--- config.mk ---
export PLATFORM = sky130hd
export DESIGN_NAME = rgb_to_hsv_converter
export DESIGN_NICKNAME = d
export VERILOG_FILES = /design/src/hdl/rhc_pkg.sv /design/src/hdl/rhc_front.sv /design/src/hdl/rhc_fifo.sv /design/src/hdl/rhc_div_pipe.sv /design/src/hdl/rhc_back.sv /design/src/hdl/rgb_to_hsv_converter.sv
export SDC_FILE = /design/constraint.sdc
export NUM_CORES = 2
export LEC_CHECK = 0
export BUFFER_PORTS_ARGS = -buffer_cell sky130_fd_sc_hd__buf_2
export CAP_MARGIN = 20
export CORE_MARGIN = 2
export CORE_UTILIZATION = 50
export DETAILED_ROUTE_END_ITERATION = 8
export PLACE_DENSITY = 0.65
export SLEW_MARGIN = 30
export SYNTH_ARGS = -nofsm -noshare
export SYNTH_HDL_FRONTEND = slang
export SYNTH_SLANG_ARGS = --single-unit
export TNS_END_PERCENT = 100
--- constraint.sdc ---
create_clock -name clk_i -period 33.7 [get_ports clk_i]
set_input_delay 1.685 -clock clk_i [delete_from_list [all_inputs] [get_ports clk_i]]
set_output_delay 1.685 -clock clk_i [all_outputs]
set_load 0.05 [all_outputs]
--- src/hdl/rhc_pkg.sv ---
// ----------------------------------------------------------------------------
// rhc_pkg
// Shared widths, payload types and work item layout for the RGB to HSV
// converter.
// ----------------------------------------------------------------------------
`timescale 1ns / 1ps
`default_nettype none

package rhc_pkg;

  // channel and hue widths
  localparam int unsigned CHANNEL_BITS = 8;
  localparam int unsigned HUE_BITS     = 16;

  // hue divisor is 6*(max-min), three bits wider than a channel
  localparam int unsigned HUE_DIV_BITS = CHANNEL_BITS + 3;

  // both dividers run through the same number of stages
  localparam int unsigned PIPE_DEPTH =
      (HUE_BITS > CHANNEL_BITS) ? HUE_BITS : CHANNEL_BITS;

  // default depth of the queue between front and back
  localparam int unsigned QUEUE_DEPTH = 4;

  // input beat
  typedef struct packed {
    logic [CHANNEL_BITS-1:0] red;
    logic [CHANNEL_BITS-1:0] green;
    logic [CHANNEL_BITS-1:0] blue;
  } rgb_t;

  // output beat
  typedef struct packed {
    logic [HUE_BITS-1:0]     hue;
    logic [CHANNEL_BITS-1:0] saturation;
    logic [CHANNEL_BITS-1:0] brightness;
  } hsv_t;

  // classified pixel: operands for both long divisions
  typedef struct packed {
    logic [HUE_DIV_BITS-1:0] hue_num;
    logic [HUE_DIV_BITS-1:0] hue_div;
    logic [CHANNEL_BITS-1:0] sat_hi;
    logic [CHANNEL_BITS-1:0] sat_lo;
    logic [CHANNEL_BITS-1:0] sat_div;
    logic [CHANNEL_BITS-1:0] bright;
  } work_t;

endpackage

`default_nettype wire

--- src/hdl/rhc_front.sv ---
// ----------------------------------------------------------------------------
// rhc_front
// Accepts pixels, finds max/min and the hue sector, and registers the
// division operands for the back end.
// ----------------------------------------------------------------------------
`timescale 1ns / 1ps
`default_nettype none

module rhc_front (
  input  wire logic         clk_i,
  input  wire logic         rst_ni,
  input  wire logic         in_valid_i,
  output logic              in_ready_o,
  input  wire rhc_pkg::rgb_t in_pixel_i,
  output logic              work_valid_o,
  input  wire logic         work_ready_i,
  output rhc_pkg::work_t    work_o
);
  import rhc_pkg::*;

  typedef enum logic [2:0] {
    SECT_RED   = 3'b001,
    SECT_GREEN = 3'b010,
    SECT_BLUE  = 3'b100
  } sector_e;

  logic [CHANNEL_BITS-1:0]   mx, mn, dlt;
  logic [HUE_DIV_BITS-1:0]   r_x, g_x, b_x, d_x, d2, d4, d6, num;
  logic [2*CHANNEL_BITS-1:0] sat_full;
  sector_e                   sect;
  work_t                     work_d, work_q;
  logic                      vld_q, adv;

  // max, min and spread
  always_comb begin
    mx = in_pixel_i.red;
    mn = in_pixel_i.red;
    if (in_pixel_i.green > mx) mx = in_pixel_i.green;
    if (in_pixel_i.blue  > mx) mx = in_pixel_i.blue;
    if (in_pixel_i.green < mn) mn = in_pixel_i.green;
    if (in_pixel_i.blue  < mn) mn = in_pixel_i.blue;
    dlt = mx - mn;
  end

  // sector pick, ties go red then green
  always_comb begin
    if (mx == in_pixel_i.red) begin
      sect = SECT_RED;
    end else if (mx == in_pixel_i.green) begin
      sect = SECT_GREEN;
    end else begin
      sect = SECT_BLUE;
    end
  end

  assign r_x = HUE_DIV_BITS'(in_pixel_i.red);
  assign g_x = HUE_DIV_BITS'(in_pixel_i.green);
  assign b_x = HUE_DIV_BITS'(in_pixel_i.blue);
  assign d_x = HUE_DIV_BITS'(dlt);
  assign d2  = d_x << 1;
  assign d4  = d_x << 2;
  assign d6  = d4 + d2;

  // hue numerator offset*d + diff, always below 6*d
  always_comb begin
    unique case (sect)
      SECT_RED: begin
        if (in_pixel_i.green >= in_pixel_i.blue) begin
          num = g_x - b_x;
        end else begin
          num = d6 - (b_x - g_x);
        end
      end
      SECT_GREEN: num = d2 + b_x - r_x;
      SECT_BLUE:  num = d4 + r_x - g_x;
      default:    num = '0;
    endcase
  end

  // d*(2^C-1) split into high and low halves for the long division
  assign sat_full = {dlt, {CHANNEL_BITS{1'b0}}} - (2*CHANNEL_BITS)'(dlt);

  // operands; a zero divisor becomes one over a zero numerator
  always_comb begin
    work_d.hue_num = (dlt == '0) ? '0 : num;
    work_d.hue_div = (dlt == '0) ? HUE_DIV_BITS'(1) : d6;
    work_d.sat_hi  = sat_full[2*CHANNEL_BITS-1:CHANNEL_BITS];
    work_d.sat_lo  = sat_full[CHANNEL_BITS-1:0];
    work_d.sat_div = (mx == '0) ? CHANNEL_BITS'(1) : mx;
    work_d.bright  = mx;
  end

  // one register stage toward the queue
  assign adv          = !vld_q || work_ready_i;
  assign in_ready_o   = adv;
  assign work_valid_o = vld_q;
  assign work_o       = work_q;

  always_ff @(posedge clk_i or negedge rst_ni) begin
    if (!rst_ni) begin
      vld_q <= 1'b0;
    end else if (adv) begin
      vld_q <= in_valid_i;
    end
  end

  always_ff @(posedge clk_i) begin
    if (adv && in_valid_i) begin
      work_q <= work_d;
    end
  end

endmodule

`default_nettype wire

--- src/hdl/rhc_fifo.sv ---
// ----------------------------------------------------------------------------
// rhc_fifo
// Short queue of classified pixels between front and back end.
// ----------------------------------------------------------------------------
`timescale 1ns / 1ps
`default_nettype none

module rhc_fifo #(
  parameter int unsigned Depth = rhc_pkg::QUEUE_DEPTH
) (
  input  wire logic           clk_i,
  input  wire logic           rst_ni,
  input  wire logic           push_valid_i,
  output logic                push_ready_o,
  input  wire rhc_pkg::work_t push_data_i,
  output logic                pop_valid_o,
  input  wire logic           pop_ready_i,
  output rhc_pkg::work_t      pop_data_o
);
  import rhc_pkg::*;

  localparam int unsigned PtrW = (Depth > 1) ? $clog2(Depth) : 1;
  localparam int unsigned CntW = $clog2(Depth + 1);

  work_t             mem_q [Depth];
  logic [PtrW-1:0]   wr_ptr_q, wr_ptr_d, rd_ptr_q, rd_ptr_d;
  logic [CntW-1:0]   cnt_q, cnt_d;
  logic              push, pop;

  assign push_ready_o = cnt_q != CntW'(Depth);
  assign pop_valid_o  = cnt_q != '0;
  assign push         = push_valid_i && push_ready_o;
  assign pop          = pop_ready_i && pop_valid_o;
  assign pop_data_o   = mem_q[rd_ptr_q];

  // pointer wrap and fill count
  always_comb begin
    wr_ptr_d = wr_ptr_q;
    rd_ptr_d = rd_ptr_q;
    cnt_d    = cnt_q;
    if (push) begin
      wr_ptr_d = (wr_ptr_q == PtrW'(Depth - 1)) ? '0 : wr_ptr_q + PtrW'(1);
    end
    if (pop) begin
      rd_ptr_d = (rd_ptr_q == PtrW'(Depth - 1)) ? '0 : rd_ptr_q + PtrW'(1);
    end
    if (push && !pop) begin
      cnt_d = cnt_q + CntW'(1);
    end else if (pop && !push) begin
      cnt_d = cnt_q - CntW'(1);
    end
  end

  always_ff @(posedge clk_i or negedge rst_ni) begin
    if (!rst_ni) begin
      wr_ptr_q <= '0;
      rd_ptr_q <= '0;
      cnt_q    <= '0;
    end else begin
      wr_ptr_q <= wr_ptr_d;
      rd_ptr_q <= rd_ptr_d;
      cnt_q    <= cnt_d;
    end
  end

  // storage
  always_ff @(posedge clk_i) begin
    if (push) begin
      mem_q[wr_ptr_q] <= push_data_i;
    end
  end

endmodule

`default_nettype wire

--- src/hdl/rhc_div_pipe.sv ---
// ----------------------------------------------------------------------------
// rhc_div_pipe
// Pipelined restoring divider, one quotient bit per stage. The starting
// remainder must be below the divisor; low dividend bits shift in MSB first.
// ----------------------------------------------------------------------------
`timescale 1ns / 1ps
`default_nettype none

module rhc_div_pipe #(
  parameter int unsigned DivW  = rhc_pkg::HUE_DIV_BITS,
  parameter int unsigned QuoW  = rhc_pkg::HUE_BITS,
  parameter int unsigned Depth = rhc_pkg::PIPE_DEPTH
) (
  input  wire logic            clk_i,
  input  wire logic            adv_i,
  input  wire logic [DivW-1:0] rem_i,
  input  wire logic [QuoW-1:0] low_i,
  input  wire logic [DivW-1:0] div_i,
  output logic      [QuoW-1:0] quo_o
);

  logic [DivW-1:0] rem_q [Depth];
  logic [QuoW-1:0] low_q [Depth];
  logic [DivW-1:0] dv_q  [Depth];
  logic [QuoW-1:0] quo_q [Depth];

  for (genvar k = 0; k < Depth; k++) begin : g_stage
    logic [DivW-1:0] rem_in, rem_nx, dv_in;
    logic [QuoW-1:0] low_in, low_nx, quo_in, quo_nx;

    // stage input
    if (k == 0) begin : g_first
      assign rem_in = rem_i;
      assign low_in = low_i;
      assign dv_in  = div_i;
      assign quo_in = '0;
    end else begin : g_next
      assign rem_in = rem_q[k-1];
      assign low_in = low_q[k-1];
      assign dv_in  = dv_q[k-1];
      assign quo_in = quo_q[k-1];
    end

    // one compare and subtract, or pass through past the last bit
    if (k < QuoW) begin : g_step
      logic [DivW:0] trial;
      logic          ge;
      assign trial  = {rem_in, low_in[QuoW-1]};
      assign ge     = trial >= {1'b0, dv_in};
      assign rem_nx = ge ? DivW'(trial - {1'b0, dv_in}) : DivW'(trial);
      assign low_nx = low_in << 1;
      assign quo_nx = {quo_in[QuoW-2:0], ge};
    end else begin : g_hold
      assign rem_nx = rem_in;
      assign low_nx = low_in;
      assign quo_nx = quo_in;
    end

    always_ff @(posedge clk_i) begin
      if (adv_i) begin
        rem_q[k] <= rem_nx;
        low_q[k] <= low_nx;
        dv_q[k]  <= dv_in;
        quo_q[k] <= quo_nx;
      end
    end
  end

  assign quo_o = quo_q[Depth-1];

endmodule

`default_nettype wire

--- src/hdl/rhc_back.sv ---
// ----------------------------------------------------------------------------
// rhc_back
// Runs the hue and saturation divisions side by side and holds the result
// in an output register.
// ----------------------------------------------------------------------------
`timescale 1ns / 1ps
`default_nettype none

module rhc_back (
  input  wire logic           clk_i,
  input  wire logic           rst_ni,
  input  wire logic           work_valid_i,
  output logic                work_ready_o,
  input  wire rhc_pkg::work_t work_i,
  output logic                out_valid_o,
  input  wire logic           out_ready_i,
  output rhc_pkg::hsv_t       out_hsv_o
);
  import rhc_pkg::*;

  logic                    adv;
  logic                    vld_q  [PIPE_DEPTH];
  logic [CHANNEL_BITS-1:0] brt_q  [PIPE_DEPTH];
  logic [HUE_BITS-1:0]     hue_quo;
  logic [CHANNEL_BITS-1:0] sat_quo;
  logic                    out_vld_q;
  hsv_t                    out_q;

  // whole pipe moves when the output register is free or being drained
  assign adv          = !out_vld_q || out_ready_i;
  assign work_ready_o = adv;

  // hue: (num << HUE_BITS) / (6*d)
  rhc_div_pipe #(
    .DivW  (HUE_DIV_BITS),
    .QuoW  (HUE_BITS),
    .Depth (PIPE_DEPTH)
  ) u_hue_div (
    .clk_i (clk_i),
    .adv_i (adv),
    .rem_i (work_i.hue_num),
    .low_i ('0),
    .div_i (work_i.hue_div),
    .quo_o (hue_quo)
  );

  // saturation: d*(2^C-1) / max
  rhc_div_pipe #(
    .DivW  (CHANNEL_BITS),
    .QuoW  (CHANNEL_BITS),
    .Depth (PIPE_DEPTH)
  ) u_sat_div (
    .clk_i (clk_i),
    .adv_i (adv),
    .rem_i (work_i.sat_hi),
    .low_i (work_i.sat_lo),
    .div_i (work_i.sat_div),
    .quo_o (sat_quo)
  );

  // valid bits along the pipe
  always_ff @(posedge clk_i or negedge rst_ni) begin
    if (!rst_ni) begin
      for (int k = 0; k < PIPE_DEPTH; k++) begin
        vld_q[k] <= 1'b0;
      end
      out_vld_q <= 1'b0;
    end else if (adv) begin
      vld_q[0] <= work_valid_i;
      for (int k = 1; k < PIPE_DEPTH; k++) begin
        vld_q[k] <= vld_q[k-1];
      end
      out_vld_q <= vld_q[PIPE_DEPTH-1];
    end
  end

  // brightness rides along with the divisions
  always_ff @(posedge clk_i) begin
    if (adv) begin
      brt_q[0] <= work_i.bright;
      for (int k = 1; k < PIPE_DEPTH; k++) begin
        brt_q[k] <= brt_q[k-1];
      end
      out_q.hue        <= hue_quo;
      out_q.saturation <= sat_quo;
      out_q.brightness <= brt_q[PIPE_DEPTH-1];
    end
  end

  assign out_valid_o = out_vld_q;
  assign out_hsv_o   = out_q;

endmodule

`default_nettype wire

--- src/hdl/rgb_to_hsv_converter.sv ---
// ----------------------------------------------------------------------------
// rgb_to_hsv_converter
// RGB in, hue/saturation/brightness out, one pixel per clock unless stalled.
// ----------------------------------------------------------------------------
// Usage:
//   in channel : in_valid_i / in_ready_o, beat is rhc_pkg::rgb_t
//   out channel: out_valid_o / out_ready_i, beat is rhc_pkg::hsv_t
//   Each input beat gives exactly one output beat, in order.
//   Throughput: one pixel per cycle while out_ready_i stays high.
//   Path from input accept to output valid: one front register, the queue
//   storage, PIPE_DEPTH divider stages, one output register.
//   The hue and saturation divisions are restoring dividers producing one
//   quotient bit per stage, so the stage count is the wider quotient.
//   When the receiver stalls, the back end holds and the queue of
//   QueueDepth pixels plus the front register keep taking input until full.
//   Reset clears all valid bits, the queue count and the output register
//   valid; no pixel is in flight afterwards.
// ----------------------------------------------------------------------------
`timescale 1ns / 1ps
`default_nettype none

module rgb_to_hsv_converter #(
  parameter int unsigned QueueDepth = rhc_pkg::QUEUE_DEPTH
) (
  input  wire logic          clk_i,
  input  wire logic          rst_ni,
  input  wire logic          in_valid_i,
  output logic               in_ready_o,
  input  wire rhc_pkg::rgb_t in_pixel_i,
  output logic               out_valid_o,
  input  wire logic          out_ready_i,
  output rhc_pkg::hsv_t      out_hsv_o
);
  import rhc_pkg::*;

  logic  fr_valid, fr_ready, bk_valid, bk_ready;
  work_t fr_work, bk_work;

  // classify
  rhc_front u_front (
    .clk_i        (clk_i),
    .rst_ni       (rst_ni),
    .in_valid_i   (in_valid_i),
    .in_ready_o   (in_ready_o),
    .in_pixel_i   (in_pixel_i),
    .work_valid_o (fr_valid),
    .work_ready_i (fr_ready),
    .work_o       (fr_work)
  );

  // decoupling queue
  rhc_fifo #(
    .Depth (QueueDepth)
  ) u_fifo (
    .clk_i        (clk_i),
    .rst_ni       (rst_ni),
    .push_valid_i (fr_valid),
    .push_ready_o (fr_ready),
    .push_data_i  (fr_work),
    .pop_valid_o  (bk_valid),
    .pop_ready_i  (bk_ready),
    .pop_data_o   (bk_work)
  );

  // divide and deliver
  rhc_back u_back (
    .clk_i        (clk_i),
    .rst_ni       (rst_ni),
    .work_valid_i (bk_valid),
    .work_ready_o (bk_ready),
    .work_i       (bk_work),
    .out_valid_o  (out_valid_o),
    .out_ready_i  (out_ready_i),
    .out_hsv_o    (out_hsv_o)
  );

endmodule

`default_nettype wire

==> flow_summary_export.csv <==
group,metric,value,unit
finish,multi_input_area,16500,um^2
worst_setup_path,arrival,10.16,ns
worst_setup_path,path_common_cell,"ha_1",
pwr,peakVddDrop,0.0665,mV
finish,flow.area_growth_from_synthesis,11.1,%
logic_synthesis,synth_seq_area_share,0.654,
clock_tree,cts-root-buf,"clkbuf_16",
logic_synthesis,synthTopCellsByArea,"edfxtp_1, ha_1, inv_1, o21ai_0, mux4_2",
logic_synthesis,ys_types,93,
finish,nFillCells,8303,
finish,nets,4332,
sta,min_period_over_period,0.287,
finish,n_antenna_cell,0,
clock_tree,htree_levels,3,
detailed_routing,routed_via_density,5.23,
worst_setup_path,max_stage_delay,0.70,ns
worst_setup_path,end_kind,"register",
sta,skew,0.0271,ns
clock_tree,cts_tree,"built",
global_routing,grt_max_degree,190,
die,die_area,109000,um^2
detailed_routing,ant_nets,0,
sta,worst_slew_pin_slew,0.950,ns
pwr,leakage,0.0232,uW
die,die_w,330,um
worst_setup_path,cp-start-kind,"input port",
place,pre_cts_ws,23.40,ns
sta,maxSlewHeadroom,0.365,
status,outcome,"finished clean",
logic_synthesis,synth_area,53100,um^2
place,dpl.hpwl,60.8,mm
place,dp_cells,5201,
sta,maxClockFrequency,104,MHz
logic_synthesis,synth_area_per_cell,14.0,um^2
detailed_routing,dr.first_iter.drc_count,1893,
global_routing,grt_pass1_wl,145,mm
logic_synthesis,yosys-top-cells-count,"edfxtp_1, inv_1, ha_1",
clock_tree,cts_hold_buf,0,
global_routing,first_global_vias,28200,
detailed_routing,wl_per_cell,16.5,um
logic_synthesis,ys_seq_elements,1161,
logic_synthesis,synth_fp_nets,4186,
detailed_routing,routed_wl,89.2,mm
sta,min_period,9.66,ns
flow_run,max_cap_viol_count,0,
sta,slew_violations,0,
die,start_util,0.505,
clock_tree,clk_path_buf_depth,3,
die,num_rows,119,
logic_synthesis,synthFlopType,"edfxtp_1",
global_routing,grt_usage,0.167,
sta,setup_tns,0,ns
detailed_routing,vias,28300,
detailed_routing,drc,0,
clock_tree,insertion_delay,0.70,ns
logic_synthesis,synth_most_common_cell,"edfxtp_1",
worst_setup_path,path_max_fanout,13,
clock_tree,post_cts_buffers,0,
finish,stdcell_count,5413,
global_routing,grt_overflow_total,0,
place,gp_congestion,0.893,
die,die_h,330,um
clock_tree,clk_pin_slew_worst_paths,0.06,ns
place,port_buffers,61,
worst_setup_path,slowest_stage,"fa_1",
logic_synthesis,postSynthCellCount,3783,
die,io_pins,62,
worst_hold_path,hold_path.class,"reg -> reg",
logic_synthesis,async_flop_share,0.0215,
logic_synthesis,yosysTopAreaCellShare,0.642,
finish,register_area,34700,um^2
worst_setup_path,critPathRequiredTime,34.20,ns
pwr,powerDensity,111,nW/um^2
sta,hold_violations,0,
logic_synthesis,synth_warnings,0,
global_routing,antenna_found_initial,0,
sta,layout_setup_ws,24.04,ns
finish,utilization,0.561,
finish,layout-drive-gt1-share,0.0997,
clock_tree,cts_resized,0,
clock_tree,cts_buffers,115,
logic_synthesis,yosysTopAreaCell,"edfxtp_1",
detailed_routing,dr.pass1.iters,5,
sta,setup_viol,0,
worst_setup_path,worstSetupPathType,"in -> reg",
clock_tree,clock-sinks,1161,
sta,rsz0062_at_grt,"no",
die,core_area,105000,um^2
logic_synthesis,synth_edf_count,1136,
final timing paths:
| kind | from | endpoint | slack, ns | cells after the start |
|---|---|---|---|---|
| min in group asynchronous | rst_ni | u_back.out_valid_o$_DFFE_PN0P_ | 0.97 | 1 |
| worst min-delay path | u_back.u_sat_div.quo_q[11][7]$_DFFE_PP_ | u_back.u_sat_div.quo_q[12][7]$_DFFE_PP_ | 0.40 | 0 |
| max in group asynchronous | rst_ni | u_fifo.rd_ptr_q[0]$_DFFE_PN0P_ | 32.30 | 1 |
| worst max-delay path | in_pixel_i[9] | u_front.work_o[53]$_SDFFCE_PP0P_ | 24.04 | 37 |
| worst max register to register | u_fifo.rd_ptr_q[0]$_DFFE_PN0P_ | u_back.u_hue_div.rem_q[0][9]$_DFFE_PP_ | 28.92 | 15 |
| worst min register to register | u_back.u_sat_div.quo_q[11][7]$_DFFE_PP_ | u_back.u_sat_div.quo_q[12][7]$_DFFE_PP_ | 0.40 | 0 |
metal layers:
metal | global-route usage | vias up | part of all wire
met4 | 0.0600 | 0 | 0.028
met1 | 0.215 | 13700 | 0.44
met5 | 0 | - | 0
li1 | - | 14100 | -
met3 | 0.0247 | 136 | 0.033
met2 | 0.289 | 378 | 0.50
layout by cell type (no fill, tap or decap), types with 22 or more instances in the layout:
cell type,n
ha_1,338
nand2b_1,88
xor2_1,57
o21ai_0,276
a21o_1,72
buf_2,61
buf_4,24
fa_1,37
nor2b_1,65
mux4_2,53
edfxtp_1,1136
o31ai_1,97
or4_1,22
and2_1,58
clkinv_2,25
xnor2_1,84
nand2_1,249
dfrtp_1,23
nand4_1,51
a21oi_1,126
clkbuf_16,115
nor2_1,184
inv_1,429
a21boi_0,28
cell families (layout without fill, tap and decap cells):
family / count (synthesis) / after routing / synth area share
fa+ha+maj: 376 / 376 / 0.0937
buf+inv: 499 / 738 / 0.0360
simple gates: 795 / 795 / 0.0749
xor+xnor: 146 / 146 / 0.0252
mux: 94 / 94 / 0.0308
compound gates: 712 / 712 / 0.0855
flops: 1161 / 1161 / 0.654
critical path, delay by kind of cell:
kind | cells | cell delay [ns]
compound gates | 15 | 3.65
xor+xnor | 4 | 0.67
fa+ha+maj | 7 | 2.69
buf+inv | 6 | 0.94
simple gates | 5 | 0.51
sequential cells by signal, indices dropped and copies added (netlist names):
name                    count
u_back.brt_q              128
u_back.out_hsv_o           32
u_back.out_valid_o          1
u_back.u_hue_div.dv_q     165
u_back.u_hue_div.quo_q    136
u_back.u_hue_div.rem_q    165
u_back.u_sat_div.dv_q      56
u_back.u_sat_div.low_q     28
u_back.u_sat_div.quo_q    100
u_back.u_sat_div.rem_q     56
u_back.vld_q               16
u_fifo.cnt_q                3
u_fifo.mem_q              216
u_fifo.rd_ptr_q             2
u_fifo.wr_ptr_q             2
u_front.work_o             54
u_front.work_valid_o        1
final cells by class:
type	instances	area share
Inverter	436	0.0278
Multi-Input combinational cell	2123	0.279
Clock buffer	134	0.0500
Clock inverter	76	0.0143
Tap cell	1391	0.0295
Timing Repair Buffer	92	0.0106
Sequential cell	1161	0.588
through the flow:
| step | total power, uW | hold WS, ns | instance area, um^2 |
|---|---|---|---|
| after floorplan | 4830 | 0.400 | 53100 |
| after global placement | 5240 | 0.400 | 55200 |
| after detailed placement | 5310 | 0.405 | 55200 |
| after CTS | 6610 | 0.400 | 59000 |
| after global routing | 7060 | 0.417 | 59000 |
| final | 6530 | 0.404 | 59000 |
power breakdown:
part / switching [uW] / internal (uW)
combinational: 1540 / 1120
sequential: 226 / 2380
clock: 528 / 743
total: 2290 / 4240
Note: power is estimated with default switching activity, not from simulation.
